==> src/rtl/core/kblq_pkg.sv <==
`timescale 1ns / 1ps

package kblq_pkg;

    // Action codes carried by an input beat.
    localparam logic [2:0] ACT_ASCII_PRESS = 3'd0;
    localparam logic [2:0] ACT_VKEY_PRESS  = 3'd1;
    localparam logic [2:0] ACT_DATA_READ   = 3'd2;
    localparam logic [2:0] ACT_FLAG_READ   = 3'd3;
    localparam logic [2:0] ACT_STROBE_CLR  = 3'd4;
    localparam logic [2:0] ACT_CAPS_TOGGLE = 3'd5;
    localparam logic [2:0] ACT_CAPS_SET    = 3'd6;

    localparam logic [7:0] LOWER_A     = 8'h61;
    localparam logic [7:0] LOWER_Z     = 8'h7A;
    localparam logic [7:0] CASE_OFFSET = 8'h20;
    localparam logic [7:0] VKEY_FIRST  = 8'h25;
    localparam logic [7:0] VKEY_LAST   = 8'h2E;
    localparam logic [7:0] STROBE_BIT  = 8'h80;

    typedef struct packed {
        logic [2:0] action;
        logic [7:0] key_value;
        logic       caps_value;
    } kblq_in_t;

    typedef struct packed {
        logic [7:0] read_value;
        logic [6:0] latch_value;
        logic       caps_on;
        logic [4:0] queue_level;
        logic       overflow;
    } kblq_out_t;

    // Cursor and delete codes for virtual keys 0x25..0x2E; zero means ignore.
    function automatic logic [7:0] vkey_code(input logic [3:0] idx);
        logic [7:0] code;
        unique case (idx)
            4'd0:    code = 8'h08;
            4'd1:    code = 8'h0B;
            4'd2:    code = 8'h15;
            4'd3:    code = 8'h0A;
            4'd9:    code = 8'h7F;
            default: code = 8'h00;
        endcase
        return code;
    endfunction

endpackage

==> src/rtl/core/keyboard_latch_with_key_queue_core.sv <==
`timescale 1ns / 1ps

// Keyboard latch and strobe with a queue of pending key codes. Each input beat
// carries one action (ASCII press, virtual-key press, data read, flag read,
// strobe clear, caps toggle, caps set) and yields exactly one result beat with
// the read byte, the latch, caps lock, the queue level and a dropped-key flag.
// The block takes one beat per clock cycle unless out_ready holds results back;
// a beat passes the input register, then the result register, and the result
// register lets a new beat enter while a result waits for out_ready. The queue is
// a QUEUE_DEPTH x 8 memory with one write and one registered read port; the
// front entry is held in a register and the entry behind it is prefetched
// every cycle, so a pop never waits on the memory. Queue entries need no
// clearing after reset: an entry is read only after it has been written.
module keyboard_latch_with_key_queue_core
    import kblq_pkg::*;
#(
    parameter int QUEUE_DEPTH = 16
) (
    input  logic      clk,
    input  logic      rst_n,
    input  logic      in_valid,
    output logic      in_ready,
    input  kblq_in_t  in_item,
    output logic      out_valid,
    input  logic      out_ready,
    output kblq_out_t out_item
);

    localparam int IW = $clog2(QUEUE_DEPTH);
    localparam int CW = $clog2(QUEUE_DEPTH + 1);

    localparam logic [IW-1:0] LAST_IDX = IW'(QUEUE_DEPTH - 1);
    localparam logic [CW-1:0] FULL_CNT = CW'(QUEUE_DEPTH);

    // Input stage.
    logic     stg_valid_reg;
    kblq_in_t stg_item_reg;
    logic     stg_fire;

    // Result stage.
    logic      out_valid_reg;
    kblq_out_t out_item_reg;
    kblq_out_t out_item_next;

    // Architectural state.
    logic [7:0]    latch_reg, latch_next;
    logic          caps_reg, caps_next;
    logic [IW-1:0] head_reg, head_next;
    logic [IW-1:0] tail_reg, tail_next;
    logic [CW-1:0] count_reg, count_next;
    logic [7:0]    front_reg, front_next;

    // Queue memory and the prefetch of the entry behind the front.
    logic [7:0]    mem [QUEUE_DEPTH];
    logic          wr_en;
    logic [IW-1:0] rd_addr;
    logic [7:0]    mem_rd_reg;
    logic          byp_hit_reg;
    logic [7:0]    byp_data_reg;
    logic [7:0]    ahead;

    logic [7:0] code;
    logic [3:0] vidx;
    logic       press;
    logic       pop;
    logic       ovf;
    logic [7:0] rd_value;

    // Advance the input stage whenever the result register is free or drains.
    assign stg_fire  = stg_valid_reg && (!out_valid_reg || out_ready);
    assign in_ready  = !stg_valid_reg || stg_fire;
    assign out_valid = out_valid_reg;
    assign out_item  = out_item_reg;

    // The prefetch may be one write behind; the bypass covers that write.
    assign ahead = byp_hit_reg ? byp_data_reg : mem_rd_reg;

    always_comb
    begin
        latch_next = latch_reg;
        caps_next  = caps_reg;
        head_next  = head_reg;
        tail_next  = tail_reg;
        count_next = count_reg;
        front_next = front_reg;
        code       = stg_item_reg.key_value;
        vidx       = 4'(stg_item_reg.key_value - VKEY_FIRST);
        press      = 1'b0;
        pop        = 1'b0;
        ovf        = 1'b0;
        wr_en      = 1'b0;
        rd_value   = 8'h00;

        if (stg_fire)
        begin
            unique case (stg_item_reg.action)
                ACT_ASCII_PRESS:
                begin
                    // Upper-case a..z while caps lock is on.
                    if (caps_reg && (code >= LOWER_A) && (code <= LOWER_Z))
                    begin
                        code = code - CASE_OFFSET;
                    end
                    latch_next = code;
                    press      = 1'b1;
                end
                ACT_VKEY_PRESS:
                begin
                    code = 8'h00;
                    if ((stg_item_reg.key_value >= VKEY_FIRST) &&
                        (stg_item_reg.key_value <= VKEY_LAST))
                    begin
                        code = vkey_code(vidx);
                    end
                    // Drop unmapped keys without touching anything.
                    if (code != 8'h00)
                    begin
                        latch_next = code;
                        press      = 1'b1;
                    end
                end
                ACT_DATA_READ, ACT_FLAG_READ:
                begin
                    if (count_reg != '0)
                    begin
                        latch_next = front_reg;
                        rd_value   = front_reg | STROBE_BIT;
                        pop        = (stg_item_reg.action == ACT_FLAG_READ);
                    end
                    else
                    begin
                        rd_value = latch_reg;
                    end
                end
                ACT_STROBE_CLR:
                begin
                    if (count_reg != '0)
                    begin
                        latch_next = front_reg;
                        rd_value   = front_reg | STROBE_BIT;
                        pop        = 1'b1;
                    end
                end
                ACT_CAPS_TOGGLE:
                begin
                    caps_next = !caps_reg;
                end
                ACT_CAPS_SET:
                begin
                    caps_next = stg_item_reg.caps_value;
                end
                default:
                begin
                end
            endcase
        end

        // Queue the pressed key, or drop it and flag overflow when full.
        if (press)
        begin
            if (count_reg == FULL_CNT)
            begin
                ovf = 1'b1;
            end
            else
            begin
                wr_en      = 1'b1;
                count_next = count_reg + CW'(1);
                tail_next  = (tail_reg == LAST_IDX) ? '0 : tail_reg + IW'(1);
                if (count_reg == '0)
                begin
                    front_next = latch_next;
                end
            end
        end

        // Pop the front; the prefetched entry becomes the new front.
        if (pop)
        begin
            count_next = count_reg - CW'(1);
            head_next  = (head_reg == LAST_IDX) ? '0 : head_reg + IW'(1);
            if (count_reg > CW'(1))
            begin
                front_next = ahead;
            end
        end

        rd_addr = (head_next == LAST_IDX) ? '0 : head_next + IW'(1);

        out_item_next.read_value  = rd_value;
        out_item_next.latch_value = latch_next[6:0];
        out_item_next.caps_on     = caps_next;
        out_item_next.queue_level = 5'(count_next);
        out_item_next.overflow    = ovf;
    end

    always_ff @(posedge clk or negedge rst_n)
    begin
        if (!rst_n)
        begin
            stg_valid_reg <= 1'b0;
            out_valid_reg <= 1'b0;
            latch_reg     <= 8'h00;
            caps_reg      <= 1'b1;
            head_reg      <= '0;
            tail_reg      <= '0;
            count_reg     <= '0;
            byp_hit_reg   <= 1'b0;
        end
        else
        begin
            if (in_ready)
            begin
                stg_valid_reg <= in_valid;
            end
            if (stg_fire)
            begin
                out_valid_reg <= 1'b1;
            end
            else if (out_ready)
            begin
                out_valid_reg <= 1'b0;
            end
            latch_reg   <= latch_next;
            caps_reg    <= caps_next;
            head_reg    <= head_next;
            tail_reg    <= tail_next;
            count_reg   <= count_next;
            byp_hit_reg <= wr_en && (tail_reg == rd_addr);
        end
    end

    // Payload registers hold without reset.
    always_ff @(posedge clk)
    begin
        if (in_valid && in_ready)
        begin
            stg_item_reg <= in_item;
        end
        if (stg_fire)
        begin
            out_item_reg <= out_item_next;
        end
        front_reg    <= front_next;
        byp_data_reg <= latch_next;
    end

    always_ff @(posedge clk)
    begin
        if (wr_en)
        begin
            mem[tail_reg] <= latch_next;
        end
        mem_rd_reg <= mem[rd_addr];
    end

endmodule

==> config.mk <==
export PLATFORM = sky130hd
export DESIGN_NAME = keyboard_latch_with_key_queue_core
export DESIGN_NICKNAME = d
export VERILOG_FILES = /design/src/rtl/core/kblq_pkg.sv /design/src/rtl/core/keyboard_latch_with_key_queue_core.sv
export SDC_FILE = /design/constraint.sdc
export NUM_CORES = 1
export LEC_CHECK = 0
export BUFFER_PORTS_ARGS = -buffer_cell sky130_fd_sc_hd__buf_2
export CAP_MARGIN = 20
export CORE_AREA = 2 2 127 221
export CTS_CLUSTER_SIZE = 40
export DETAILED_ROUTE_END_ITERATION = 10
export DIE_AREA = 0 0 129 223
export GPL_ROUTABILITY_DRIVEN = 0
export GPL_TIMING_DRIVEN = 0
export PLACE_DENSITY = 0.61
export SETUP_SLACK_MARGIN = 0.3
export SLEW_MARGIN = 30
export SYNTH_ARGS = -nofsm -noshare
export SYNTH_HDL_FRONTEND = slang
export SYNTH_SLANG_ARGS = --single-unit
==> constraint.sdc <==
create_clock -name clk -period 3.9 [get_ports clk]
set_input_delay 0.195 -clock clk [delete_from_list [all_inputs] [get_ports clk]]
set_output_delay 0.195 -clock clk [all_outputs]
set_load 0.05 [all_outputs]
==> results.toml, run 1 <==
[synthesis]
synth.avg_cell_area_um2 = 13.6
ys_top_cells_by_area = "edfxtp_1, dfrtp_1, mux2i_1"
synth-simple-area-share = 0.109
synth_mux_area_frac = 0.0973
synth_fa_ha_area_frac = 0.0148
synth_fp_nets = 710
ys_seq_elements = 211
synth_compound_area_frac = 0.101
yosysTopAreaCell = "edfxtp_1"
async_flop_share = 0.118
yosysSeqAreaShare = 0.641
synth_cell_type_count = 66
synth.top_cell.area_share = 0.522
syn_inst = 683
syn_area_mm2 = 0.00932
ys_warn_count = 0
synth-edff-count = 162
ys.flop_type = "edfxtp_1"
synth_top_family_by_area = "simple AND/OR/NAND/NOR gates"
synthXorXnorAreaFrac = 0.0114

[timing]
slew_headroom = 0.318
hold_violations = 0
worst_slew_pin_slew_ns = 1.02
timing.hold.ws_ns = 0.0868
fmax_ghz = 0.282
rsz0062_at_grt = "yes"
fin_skew_ns = 0.0119
period_minus_slack_ns = 3.55
maxSlewViolCount = 0
setup_viol_count_final = 0
period_share = 0.910

[setup_path]
crit_start = "stg_item_reg[9]$_DFFE_PP_"
cpMostUsedCell = "mux2_4"
cpMaxStageDelayCell = "edfxtp_1"
critPathTopFamily = "compound AO/OA/AOI/OAI gates"
path_cells = "and3b_1 -> o211ai_4 -> nand2b_4 -> mux2_4 -> ha_4 -> inv_2 -> xnor3_2 -> buf_4 -> buf_6 -> nor3_1 -> mux2_4 -> o41ai_4 -> o31a_1"
timing.rr.start = "stg_item_reg[9]$_DFFE_PP_"
cp-end-kind = "flip-flop"
max_stage_delay_ns = 0.52
cp-start-kind = "flip-flop"
critPathMaxFanout = 8
critPathKind = "flip-flop to flip-flop"
cp.required_ns = 4.32
crit_arrival_ns = 3.97
critPathBufInv = 3

[floorplanning]
rows = 80
fp.dieW_um = 129
initial_core_util = 0.344
die_h_um = 223
io_pins = 40
coreArea_mm2 = 0.0271
die_area_mm2 = 0.0288

[grt]
grt_max_degree = 26
grt_pass1_wl_mm = 35.2
grt.total_usage = 0.163
met1_usage = 0.153
grt_pass1_vias = 6121
gr-max-usage-layer = "met2"
gr-usage-met2 = 0.323
antenna_found_initial = 0
grtUsageMet3 = 0.0177
grt-ovfl-total = 0

[worst_hold_path]
hp-start = "out_ready"
hold_class = "input pin to flip-flop"

[final_layout]
syn2layout_area_growth_pct = 21.5
seq_area_mm2 = 0.00597
fill_cells = 2469
nets = 812
largest_reg_flops = 128
drive_gt1_frac = 0.250
multiInputGateArea_mm2 = 0.00332
antenna_cells = 0

[drt]
first_iter_violations = 390
wl_per_cell_um = 19.8
drt-pass1-iter-count = 4
route.detailed.drc = 0
wirelength_mm = 23.1
vias = 5853
viasPerCell = 5.02
drtAntennaViolNets = 0

[clock_network]
tritoncts = "yes"
clock_sinks = 211
max-clock-path-buffers = 3
cts-root-buf = "clkbuf_16"
clkTransAtPathRegs_ns = 0.07
cts_buffers = 18
h-tree-depth = 1
clk_latency_ns = 0.50

[power]
report.power.total_mw = 9.64
power_density_mw_per_mm2 = 851
vdd_drop_max_v = 0.000632
p_leak_nw = 4.17

[outcome]
outcome = "finished clean"

[place]
place_hpwl_mm = 16.7
port_buffers = 39

[flow_run]
maxCapViolations = 0
## metal layers
| metal | vias to the layer above | part of all wire |
|---|---|---|
| li1 | 2806 | - |
| met1 | 2859 | 0.33 |
| met2 | 121 | 0.57 |
| met3 | 67 | 0.026 |
| met4 | 0 | 0.065 |
| met5 | - | 0 |
## through the flow
stage / worst slack (ns) / util / area [um2] / setup TNS, ns / cells
floorplan: 0.303 / - / 9320 / 0 / 683
global placement: -0.844 / 0.368 / 9980 / -19.12 / 1091
detailed placement: -0.844 / 0.369 / 10000 / -11.18 / 1091
CTS: 0.300 / 0.412 / 11200 / 0 / 1155
global route: 0.271 / 0.418 / 11300 / 0 / 1166
finish: 0.350 / 0.418 / 11300 / 0 / 1166
## Yosys cell counts, drive strengths merged, types with 8 or more instances
cell    number
a21oi       24
and2        18
buf         12
clkbuf      23
dfrtp       24
dfxtp       24
edfxtp     162
ha          11
inv         13
mux2        34
mux2i       49
nand2       38
nand2b       8
nand3       17
nor2        13
nor3        71
o21ai       27
o22ai       17
o31a         8
o41ai        9
## worst paths after layout
path	endpoint	depth (start not counted)	slack, ns
worst max-delay path	mem_rd_reg[7]$_DFF_P_	13	0.35
worst min-delay path	out_valid$_DFFE_PN0P_	3	0.09
worst max register to register	mem_rd_reg[7]$_DFF_P_	13	0.35
worst min register to register	front_reg[6]$_DFF_P_	2	0.50
max in group asynchronous	count_reg[0]$_DFF_PN0_	2	3.14
min in group asynchronous	latch_reg[6]$_DFF_PN0_	2	0.26
## repair_timing
item / in CTS / in global routing
endpoints found under the hold margin: 37 / 0
hold buffers: 15 / 0
cloned: 2 / 0
pin swaps: 5 / 6
gates resized for setup: 71 / 20
endpoints found under the setup margin: 105 / 40
buffers inserted: 15 / 11
## cells in the final DEF, fill, tap and decap left out, types with 6 or more instances in the layout
cell type      instances
clkbuf_16             21
a21oi_1               24
mux2i_1               45
dlygate4sd3_1         15
mux2_2                23
nand2b_1               7
and2_1                18
ha_1                   9
inv_1                  7
o31a_1                 8
nand3_1               17
mux2_4                11
o21ai_0               27
nor2b_1                7
o22ai_1               17
dfrtp_1               22
dfxtp_1               24
o21a_1                 7
buf_4                 28
nand2_1               36
clkbuf_1              11
nor3_1                71
a211oi_1               7
clkbuf_8               6
buf_6                  6
nor2_1                12
edfxtp_1             162
buf_2                 40
xnor2_1                6
## report_power, final
group          internal, mW  switching, mW  total, mW
logic                  2.07           2.66       4.73
registers              2.91          0.184       3.10
clock network          1.02          0.793       1.81
## cells by family (layout without fill, tap and decap cells)
family          after synthesis  count (layout)
compound gates              130             130
simple gates                190             190
xor+xnor                      9               9
buf+inv                      49             163
mux                          83              83
flops                       211             211
fa+ha+maj                    11              11
## final cells by class
type | count | share of cell area
clock buffers | 22 | 0.0457
plain buffers | 35 | 0.0294
clock inverters | 10 | 0.00729
repair buffers | 82 | 0.0511
well taps | 369 | 0.0408
flip-flops and latches | 211 | 0.528
inverters | 14 | 0.00530
multi-input cells | 423 | 0.293
## worst min-delay path, stage by stage
cell	delay, ns
buf_2	0.08
nand2b_1	0.18
nand2b_1	0.08
Power figures use the tool's default switching activity.
==> run 2, diff against run 1 <==
CELL_PAD_IN_SITES_DETAIL_PLACEMENT = 1   (was unset)
CELL_PAD_IN_SITES_GLOBAL_PLACEMENT = 2   (was unset)
PLACE_DENSITY = 0.76   (was 0.61)
==> run 2 against run 1 <==
  * Register-to-register slack about the same
  * Count of clock-buffer cells in the layout increased by 3
  * Fmax decreased by 0.20%
  * Die area unchanged
  * Routed wire length increased by 9.3%
  * Critical endpoint is now mem_rd_reg[5]$_DFF_P_
  * Largest cell class unchanged
==> results.toml, run 2 (synthesis gave the netlist of run 1 again) <==
[floorplanning]
die_h_um = 223
fp.dieW_um = 129
die_area_mm2 = 0.0288
coreArea_mm2 = 0.0271
initial_core_util = 0.344
rows = 80
io_pins = 40

[timing]
fmax_ghz = 0.281
worst_slew_pin_slew_ns = 0.965
setup_viol_count_final = 0
period_minus_slack_ns = 3.56
worst_slack_ns = 0.342
fin_skew_ns = 0.0108
slew_headroom = 0.357
rsz0062_at_grt = "yes"
hold_violations = 0
setup_tns_ns = 0
maxSlewViolCount = 0
period_share = 0.912
timing.hold.ws_ns = 0.0802

[final_layout]
antenna_cells = 0
nets = 805
layout_commonest_cell = "edfxtp_1"
largest_reg_flops = 128
fin_area_mm2 = 0.0113
fill_cells = 2812
drive_gt1_frac = 0.258
final_cells = 1159
syn2layout_area_growth_pct = 21.3
layout_common_cells = "edfxtp_1, nor3_1, mux2i_1"

[setup_path]
cp.required_ns = 4.32
critPathMaxFanout = 10
cp-end-kind = "flip-flop"
r2r_cells = 14
cpMaxStageDelayCell = "or4b_4"
r2r-end = "mem_rd_reg[5]$_DFF_P_"
crit_arrival_ns = 3.98
cp-start-kind = "flip-flop"
timing.rr.start = "count_reg[1]$_DFF_PN0_"
max_stage_delay_ns = 0.47
path_cells = "inv_2 -> ha_4 -> or4b_4 -> buf_8 -> nand2b_4 -> mux2_4 -> ha_4 -> inv_1 -> xnor3_2 -> clkbuf_8 -> nor3_1 -> mux2_4 -> o41ai_4 -> o31a_1"
critPathKind = "flip-flop to flip-flop"
r2r_slack_ns = 0.34

[clock_network]
cts-root-buf = "clkbuf_16"
clkTransAtPathRegs_ns = 0.07
cts_buffers = 19
clk_latency_ns = 0.50
h-tree-depth = 1
clock_sinks = 211
max-clock-path-buffers = 3
tritoncts = "yes"

[place]
place_hpwl_mm = 18.0
place_area_mm2 = 0.0101
dp.cells = 1093
dp_slack_ns = -0.926
port_buffers = 39

[drt]
wl_per_cell_um = 21.8
viasPerCell = 5.08
drtAntennaViolNets = 0
first_iter_violations = 237
vias = 5887
drt-pass1-iter-count = 4
route.detailed.drc = 0
wirelength_mm = 25.3

[grt]
grt_pass1_vias = 6498
antenna_found_initial = 0
grt-ovfl-total = 0
grt.total_usage = 0.182
grt_pass1_wl_mm = 38.9
grt_max_degree = 26

[power]
p_leak_nw = 4.16
vdd_drop_max_v = 0.000431
power_density_mw_per_mm2 = 854

[flow_run]
maxCapViolations = 0

[worst_hold_path]
holdPathStages = 3
hp-start = "out_ready"
hold_class = "input pin to flip-flop"
min_to = "out_valid$_DFFE_PN0P_"

[outcome]
outcome = "finished clean"
==> run 2: cell count changes in the layout (fill, tap and decap cells not counted), moves of 3 or more <==
cell / delta
and2_1: -12
and2_2: +12
buf_2: +3
buf_4: -6
buf_6: -5
clkbuf_8: +3
==> run 2: metrics by stage <==
step / total power [mW] / utilization
after CTS: 9.64 / 0.413
after global routing: 10.1 / 0.417
after global placement: 7.01 / 0.368
after floorplan: 5.75 / -
after detailed placement: 7.11 / 0.371
final: 9.66 / 0.417
==> run 2: worst max-delay path, delay by kind of cell (launching register included) <==
family / cells / cell delay, ns
AO/OA/AOI/OAI: 2 / 0.66
multiplexers: 2 / 0.63
adder cells (fa/ha/maj): 2 / 0.35
XOR/XNOR: 1 / 0.28
AND/OR/NAND/NOR: 3 / 0.61
flip-flops: 1 / 0.42
buffers and inverters: 4 / 0.52
==> run 2: power by group <==
group | leakage [nW] | switching, mW | internal [mW]
logic | 1.84 | 2.72 | 1.93
registers | 2.01 | 0.197 | 2.91
clock network | 0.305 | 0.819 | 1.09
total | 4.16 | 3.73 | 5.93
==> run 2: worst max-delay path by stage <==
stage,start,endpoint,cells past startpoint
after floorplan,count_reg[0]$_DFF_PN0_,mem_rd_reg[6]$_DFF_P_,14
after global placement,count_reg[0]$_DFF_PN0_,mem_rd_reg[0]$_DFF_P_,13
after detailed placement,count_reg[0]$_DFF_PN0_,mem_rd_reg[0]$_DFF_P_,13
after CTS,stg_item_reg[9]$_DFFE_PP_,mem_rd_reg[5]$_DFF_P_,12
after global routing,stg_item_reg[2]$_DFFE_PP_,mem[2][6]$_DFFE_PP_,9
final,count_reg[1]$_DFF_PN0_,mem_rd_reg[5]$_DFF_P_,14
==> run 2: per-layer routing <==
layer / global-route usage / vias to the layer above / share of wire
met5: 0 / - / 0
met4: 0.106 / 0 / 0.058
met3: 0.0201 / 57 / 0.021
met2: 0.346 / 93 / 0.56
met1: 0.186 / 2933 / 0.36
li1: - / 2804 / -
==> run 2: cell type report <==
cell class / instances / area (um2) / area share
Buffer: 35 / 304 / 0.0269
Clock buffer: 25 / 528 / 0.0467
Inverter: 14 / 53.8 / 0.00476
Multi-Input combinational cell: 423 / 3380 / 0.299
Clock inverter: 8 / 95.1 / 0.00841
Timing Repair Buffer: 74 / 513 / 0.0454
Sequential cell: 211 / 5970 / 0.528
Tap cell: 369 / 462 / 0.0408
==> run 2: timing repair <==
action | CTS | global route
resized for setup | 73 | 19
setup endpoints to repair | 106 | 105
hold endpoints to repair | 37 | 0
buffers inserted | 11 | 7
pin swaps | 4 | 5
hold buffers | 15 | 0
==> run 3, diff against run 2 <==
REMOVE_ABC_BUFFERS = 1   (was unset)
==> run 3 against run 2 <==
  * Largest cell class unchanged
  * Largest power group unchanged
  * Register-to-register slack better by 0.03 ns
  * Routed wire length decreased by 0.19%
  * Count of clock-buffer cells in the layout up 2
  * Via count is 1.2% higher
==> results.toml, run 3 (synthesis gave the netlist of run 1 again) <==
[outcome]
outcome = "finished clean"

[final_layout]
syn2layout_area_growth_pct = 20.0
largest_reg_flops = 128
drive_gt1_frac = 0.248
layout_common_cells = "edfxtp_1, nor3_1, mux2i_1"
layout_commonest_cell = "edfxtp_1"
antenna_cells = 0
nets = 786

[setup_path]
crit_arrival_ns = 3.96
critPathMaxFanout = 10
critPathKind = "flip-flop to flip-flop"
r2r-end = "mem_rd_reg[5]$_DFF_P_"
cp-start-kind = "flip-flop"
r2r_slack_ns = 0.37
timing.rr.start = "count_reg[1]$_DFF_PN0_"
cp.required_ns = 4.33
r2r_cells = 14
cp-end-kind = "flip-flop"

[worst_hold_path]
hold_class = "input pin to flip-flop"
holdPathStages = 3
min_to = "stg_valid_reg$_DFFE_PN0N_"
hp-start = "out_ready"

[drt]
vias = 5955
wirelength_mm = 25.2
wl_per_cell_um = 22.1
route.detailed.drc = 0
drt-pass1-iter-count = 4
viasPerCell = 5.22
drtAntennaViolNets = 0
first_iter_violations = 178

[power]
power_frac_comb = 0.452
switching_share = 0.385
pwr-share-seq = 0.337
switchingPower_mw = 3.59
p_leak_nw = 4.12
power_density_mw_per_mm2 = 834
pwr-share-clk = 0.210
internal_power_mw = 5.73
report.power.total_mw = 9.33
vdd_drop_max_v = 0.000568

[grt]
grt_pass1_vias = 6593
antenna_found_initial = 0
grt_pass1_wl_mm = 36.9
grt-ovfl-total = 0
grt_max_degree = 37
grt.total_usage = 0.168

[timing]
worst_slew_pin_slew_ns = 0.942
slew_headroom = 0.367
period_minus_slack_ns = 3.53
fin_skew_ns = 0.0148
worst_slack_ns = 0.369
rsz0062_at_grt = "no"
hold_violations = 0
period_share = 0.905
fmax_ghz = 0.283
setup_tns_ns = 0
setup_viol_count_final = 0
maxSlewViolCount = 0
timing.hold.ws_ns = 0.0270

[clock_network]
h-tree-depth = 1
cts_buffers = 19
clkTransAtPathRegs_ns = 0.07
clk_latency_ns = 0.50
tritoncts = "yes"
cts-root-buf = "clkbuf_16"
clock_sinks = 211
max-clock-path-buffers = 3

[floorplanning]
die_area_mm2 = 0.0288
die_h_um = 223
coreArea_mm2 = 0.0271
io_pins = 40
initial_core_util = 0.344
fp.dieW_um = 129
rows = 80

[place]
place_hpwl_mm = 16.7
port_buffers = 39
dp_slack_ns = -1.25

[flow_run]
maxCapViolations = 0
run 3: final cells by class:
type                       instances  area (um2)
multi-input combinational        425        3350
inverter                          14        61.3
fill                            2806       15900
clock buffer                      27         579
clock inverter                     6        72.6
tap                              369         462
timing repair buffer              88         682
sequential                       211        5970
run 3: critical path, cell delays in order (launching register included):
cell      delay, ns
dfrtp_2        0.41
inv_2          0.09
ha_4           0.16
or4b_4         0.48
nand2b_4       0.12
mux2_4         0.34
ha_4           0.19
a31oi_4        0.21
buf_16         0.14
buf_16         0.12
buf_16         0.12
buf_12         0.13
mux2_4         0.31
o41ai_2        0.42
o31a_1         0.20
run 3: power groups by stage:
stage	clock network, mW	logic, mW	registers (mW)
6_report	1.96	4.22	3.15
5_1_grt	2.08	4.49	3.18
4_1_cts	1.99	4.03	3.13
3_5_place_dp	0	3.72	3.18
3_3_place_gp	0	3.50	3.16
2_1_floorplan	0	2.38	3.28
run 3: worst max path at each step:
stage / depth (start not counted) / to / from / slack, ns
4_1_cts: 8 / mem[11][2]$_DFFE_PP_ / stg_item_reg[2]$_DFFE_PP_ / 0.30
6_report: 14 / mem_rd_reg[5]$_DFF_P_ / count_reg[1]$_DFF_PN0_ / 0.37
2_1_floorplan: 10 / mem_rd_reg[0]$_DFF_P_ / count_reg[0]$_DFF_PN0_ / -1.63
5_1_grt: 14 / mem_rd_reg[6]$_DFF_P_ / count_reg[0]$_DFF_PN0_ / 0.29
3_3_place_gp: 10 / mem_rd_reg[6]$_DFF_P_ / count_reg[0]$_DFF_PN0_ / -3.33
3_5_place_dp: 10 / mem_rd_reg[3]$_DFF_P_ / count_reg[1]$_DFF_PN0_ / -1.25
run 3: timing repair:
action	4_1_cts	5_1_grt
hold endpoints to repair	37	0
setup endpoints to repair	137	136
hold buffers	14	0
resized for setup	32	10
pin swaps	2	7
cloned	0	2
setup buffers	14	13
run 3: routing by layer:
metal | vias up | GRT usage | share of wire
li1 | 2766 | - | -
met1 | 3029 | 0.164 | 0.34
met2 | 99 | 0.342 | 0.58
met3 | 61 | 0.0141 | 0.024
met4 | 0 | 0.0799 | 0.053
met5 | - | 0 | 0
run 3: through the flow:
stage | util | std cells | area [um2]
floorplan | - | 648 | 9140
global placement | 0.361 | 1056 | 9790
detailed placement | 0.368 | 1064 | 9970
CTS | 0.406 | 1125 | 11000
global route | 0.412 | 1140 | 11200
finish | 0.412 | 1140 | 11200
